### src/hdl/qes_sqrt.sv
`timescale 1ns / 1ps
module qes_sqrt #(
    parameter int SQW = 33
) (
    input  logic             i_clk,
    input  logic [2*SQW-1:0] i_rad,
    output logic [SQW-1:0]   o_root
);
    localparam int DW = 2 * SQW;
    localparam int RW = SQW + 3;

    logic [RW-1:0]  r_rem  [SQW];
    logic [SQW-1:0] r_root [SQW];
    logic [DW-1:0]  r_rad  [SQW];

    genvar k;
    for (k = 0; k < SQW; k++) begin : g_stage
        logic [RW-1:0]  rem_in;
        logic [SQW-1:0] root_in;
        logic [DW-1:0]  rad_in;
        logic [RW-1:0]  t;
        logic [RW-1:0]  trial;
        logic [RW-1:0]  n_rem;
        logic [SQW-1:0] n_root;

        if (k == 0) begin : g_first
            assign rem_in  = '0;
            assign root_in = '0;
            assign rad_in  = i_rad;
        end else begin : g_next
            assign rem_in  = r_rem[k-1];
            assign root_in = r_root[k-1];
            assign rad_in  = r_rad[k-1];
        end

        always_comb begin
            t     = {rem_in[RW-3:0], rad_in[DW-1 -: 2]};
            trial = RW'({root_in, 2'b01});
            if (t >= trial) begin
                n_rem  = t - trial;
                n_root = {root_in[SQW-2:0], 1'b1};
            end else begin
                n_rem  = t;
                n_root = {root_in[SQW-2:0], 1'b0};
            end
        end

        always_ff @(posedge i_clk) begin
            r_rem[k]  <= n_rem;
            r_root[k] <= n_root;
            r_rad[k]  <= {rad_in[DW-3:0], 2'b00};
        end
    end

    assign o_root = r_root[SQW-1];

endmodule

### config.mk
export PLATFORM = sky130hd
export DESIGN_NAME = qes_sqrt
export DESIGN_NICKNAME = d
export VERILOG_FILES = /design/src/hdl/qes_sqrt.sv
export SDC_FILE = /design/constraint.sdc
export NUM_CORES = 2
export LEC_CHECK = 0
export BUFFER_PORTS_ARGS = -buffer_cell sky130_fd_sc_hd__buf_2
export CAP_MARGIN = 10
export CORE_MARGIN = 1.5
export CORE_UTILIZATION = 45
export DETAILED_ROUTE_END_ITERATION = 12
export SYNTH_ARGS = -nofsm -noshare
export SYNTH_HDL_FRONTEND = slang
export SYNTH_MEMORY_MAX_BITS = 65536
export SYNTH_SLANG_ARGS = --single-unit
### constraint.sdc
create_clock -name i_clk -period 3.3 [get_ports i_clk]
set_clock_uncertainty 0.05 [all_clocks]
set_input_delay 0.33 -clock i_clk [delete_from_list [all_inputs] [get_ports i_clk]]
set_output_delay 0.33 -clock i_clk [all_outputs]
set_load 0.02 [all_outputs]
After elaboration in Yosys (flattened, before gate mapping)
Memories as Yosys holds them, arrays and structs flattened.
Cells that the tools add are included.
W data, S select, Z words.
{"block": "classes", "muxes": 66, "add_sub_neg": 33, "n_lt_le_gt_ge": 33}
{"operator": "$mux W36", "n": 33}
{"operator": "$ge A36 B35 Y1", "n": 32}
{"operator": "$sub A36 B35 Y36", "n": 32}
{"operator": "$mux W1", "n": 33}
{"operator": "$sub A2 B1 Y3 const B", "n": 1}
{"operator": "$ge A2 B1 Y1 const B", "n": 1}
{"block": "word_totals", "mem_count": 3, "register_bits": 0, "out_inout_bits": 33, "mem_bits_rw": 4389, "inputBits": 67}
{"memory": "r_rad", "words": 33, "word_bits": 64, "rd": 32, "rd_clocked_by_memory_dff": 0, "wr": 33, "line": "14", "text": "logic [DW-1:0] r_rad [SQW];"}
{"memory": "r_rem", "words": 33, "word_bits": 36, "rd": 32, "rd_clocked_by_memory_dff": 0, "wr": 33, "line": "12", "text": "logic [RW-1:0] r_rem [SQW];"}
{"memory": "r_root", "words": 33, "word_bits": 33, "rd": 33, "rd_clocked_by_memory_dff": 0, "wr": 33, "line": "13", "text": "logic [SQW-1:0] r_root [SQW];"}

Depth between registers and ports, before layout
An unclocked memory read counts as a cell.
{"block": "depth", "word_depth": 3, "ltp_mapped": 14}

Least setup slack after synthesis
Ideal clock, no wire load.
{"block": "synth_path", "kind": "register -> register", "start": "mem r_root[24][20] (netlist: r_root[1][284])", "end": "mem r_rem[0][931] in the netlist's numbering", "setup_time_ns": 0.118, "stages_incl_launch_ff": 13, "period_less_slack_ns": 3.144, "path_buffers": 1, "t_arrival_ns": 2.976, "path_slack_ns": 0.156, "path_cell_list": "dfxtp_1 inv_1 ha_1 clkbuf_1 nand4_1 or3_1 o31a_1 o211ai_1 a211oi_1 a221o_1 or3_1 or4_1 xnor2_1"}
{"element": "from (decl)", "line": "13"}
{"element": "to (decl)", "line": "12"}

==> qor.yml <==
grt-ovfl-total: 0
chipWidth_um: 467
grt_pass1_vias: 65800
numPortBuffers: 99
ys_ff_latch: 2654
grt_use_met2_pct: 33.8
syn2layout_area_growth_pct: 18.1
path_clk_slew_ns: 0.06
ys_warn_count: 0
status: "completed"
swShare_pct: 27.7
rsz0062_at_grt: "true"
timing.rr.start: "r_root[1][217]"
avgSynthCellArea_um2: 10.2
core-area_um2: 214000
io-pin-count: 100
pwr-share-seq_pct: 46.6
ant_nets: 0
finalWirelength_mm: 211
viasPerCell: 5.05
rows: 170
numClockSinks: 2654
fin_crit_sh_pct: 97.0
drtIter0Drc: 3765
irDropWorstVdd_v: 0.000551
min_from: "i_rad[10]"
wl_per_cell_um: 15.9
drive_gt1_share_pct: 10.9
start_util_pct: 45.2
ys_types: 90
grt_max_degree: 51
clockRootBuffer: "clkbuf_16"
die_h_um: 467
fin_ws_ns: 0.0994
use_met3_pct: 2.74
synth_cells: 9532
hold-path-cell-count: 2
final_cell_area_um2: 114000
dieArea_um2: 218000
pre_cts_slack_ns: -0.0702
drv_slew: 0
tightest_slew_ns: 0.737
finalSetupViolCount: 0
firstDrtPassIters: 6
internal_power_mw: 64.3
ys.flop_type: "dfxtp_1"
yosysTopAreaCell: "dfxtp_1"
cts_tree: "yes"
dp_hpwl_mm: 160
reg2reg_depth: 10
ys_top_cells_by_count: "2,654 x dfxtp_1, 737 x inv_1, 688 x nand2_1"
use_met1_pct: 23.2
synth_top_area_share_pct: 54.9
syn-num-nets: 10200
crit_slowest_cell: "or4b_2"
drc: 0
cts_buffer_depth: 4
seq_area_frac_synth_pct: 54.9
cts_buffers: 291
min_to: "r_rad[0][10]"
vias: 66800
cellLeakagePower_nw: 53.5
synthArstFlopShare_pct: 0
crit_path_end_kind: "flip-flop"
path_cells: "inv_1 -> ha_1 -> nand4_1 -> or4b_2 -> nor4_2 -> nor4_1 -> nor2b_2 -> or4_4 -> nor4_2 -> xor2_1"
maxCapViolations: 0
critPathMostFrequentCell: "nor4_2"
placed_cell_area_um2: 103000
track_usage_pct: 19.0
synth_edf_count: 0
r2r_slack_ns: 0.1
max_freq_mhz: 312
insertion_delay_ns: 0.93
p_per_area_nw_per_um2: 778
tns_ns: 0
finalCriticalPeriod_ns: 3.20
layout.nets: 10900
synth.most_common_cell: "dfxtp_1"
startpoint_type: "flip-flop"
cp.required_ns: 4.07
hold_ws_ns: 0.0712
maxSlewHeadroom_pct: 50.4
h-tree-depth: 5
grt.busiest_layer: "met2"
cp.arrival_ns: 3.97
fin_total_pwr_mw: 88.9
grt_first_pass_wirelength_mm: 339
hold_class: "in2reg"
critPathMaxFanout: 5
r2r_end: "r_rem[0][859]"
synth_area_um2: 96800
clockPowerShare_pct: 36.5
cp_slowest_stage_delay_ns: 0.72
antenna_found_initial: 2
finalHoldViolCount: 0
routabilityCongestion: 0.919
critPathKind: "reg2reg"
netlist_top_cells_area: "dfxtp_1 55%, ha_1 7.7%, xnor2_1 4.2%, xor2_1 3.9%, a21oi_1 3.2%"
comb_power_share_pct: 16.9
switching_power_mw: 24.7
==> timing repair <==
action	CTS	global route
endpoints found under the setup margin	15	212
pin swaps	0	9
hold buffers	128	0
hold endpoints to repair	67	0
gates resized for setup	6	109
setup buffers	0	7
==> sequential cells by signal, summed over array words and instances, names as in the netlist <==
register,count
r_rad,1056
r_root,561
r_rem,1037
==> cell type report <==
| type | count | area [um2] |
|---|---|---|
| Fill cell | 18900 | 99900 |
| Sequential cell | 2654 | 53100 |
| Multi-Input combinational cell | 5957 | 40800 |
| Clock buffer | 383 | 8220 |
| Timing Repair Buffer | 546 | 4330 |
| Tap cell | 2838 | 3550 |
| Inverter | 739 | 2780 |
| Clock inverter | 113 | 1490 |
| Antenna cell | 2 | 5.00 |
==> power groups by stage <==
stage | combinational, mW | clock [mW] | sequential [mW]
floorplan | 11.1 | 0 | 40.5
detailed placement | 14.7 | 0 | 42.1
global route | 16.8 | 34.8 | 42.0
finish | 15.0 | 32.5 | 41.4
global placement | 14.5 | 0 | 42.1
CTS | 15.0 | 33.5 | 41.5
==> per-stage QoR <==
stage	util (%)	cells
global route	53.4	13200
detailed placement	48.0	12600
global placement	48.0	12600
finish	53.4	13200
floorplan	-	9532
CTS	53.1	13200
==> layer usage <==
metal,routed length (um),up-vias
li1,-,33900
met1,92600,31200
met2,104000,1290
met3,7940,443
met4,6820,0
met5,0,-
==> worst max-delay path by stage <==
stage | from | end | cells past startpoint
final | r_root[1][217] | r_rem[0][859] | 10
after global routing | r_root[1][178] | r_rem[0][825] | 12
after CTS | r_root[1][368] | r_rem[0][1039] | 12
after detailed placement | r_root[0][304] | r_rem[0][393] | 12
after global placement | r_root[0][304] | r_rem[0][393] | 12
after floorplan | r_root[1][284] | r_rem[0][931] | 12
==> cells in the final DEF, fill, tap and decap left out, types with 295 or more instances in the layout <==
| cell | synthesis | final |
|---|---|---|
| clkbuf_16 | 0 | 295 |
| inv_1 | 737 | 737 |
| xnor2_1 | 465 | 465 |
| buf_4 | 0 | 306 |
| xor2_1 | 432 | 432 |
| o21ai_0 | 543 | 527 |
| nor2_1 | 575 | 573 |
| dfxtp_1 | 2654 | 2651 |
| nand2_1 | 688 | 687 |
| a21oi_1 | 622 | 613 |
| ha_1 | 596 | 594 |
==> cells by family after synthesis <==
family	count (synthesis)	synth area share, %
xor+xnor	897	8.12
mux	82	0.944
fa+ha+maj	596	7.70
simple gates	2435	12.4
buf+inv	921	3.59
other cells	1	0.00387
flops	2654	54.9
compound gates	1946	12.3
==> worst max-delay path: cells and delay by family (launching register included) <==
family / cells / cell delay [ns]
XOR/XNOR: 1 / 0.17
adder cells (fa/ha/maj): 1 / 0.29
buffers and inverters: 1 / 0.05
flip-flops: 1 / 0.36
AND/OR/NAND/NOR: 7 / 2.22
(Power assumes the default switching activity.)
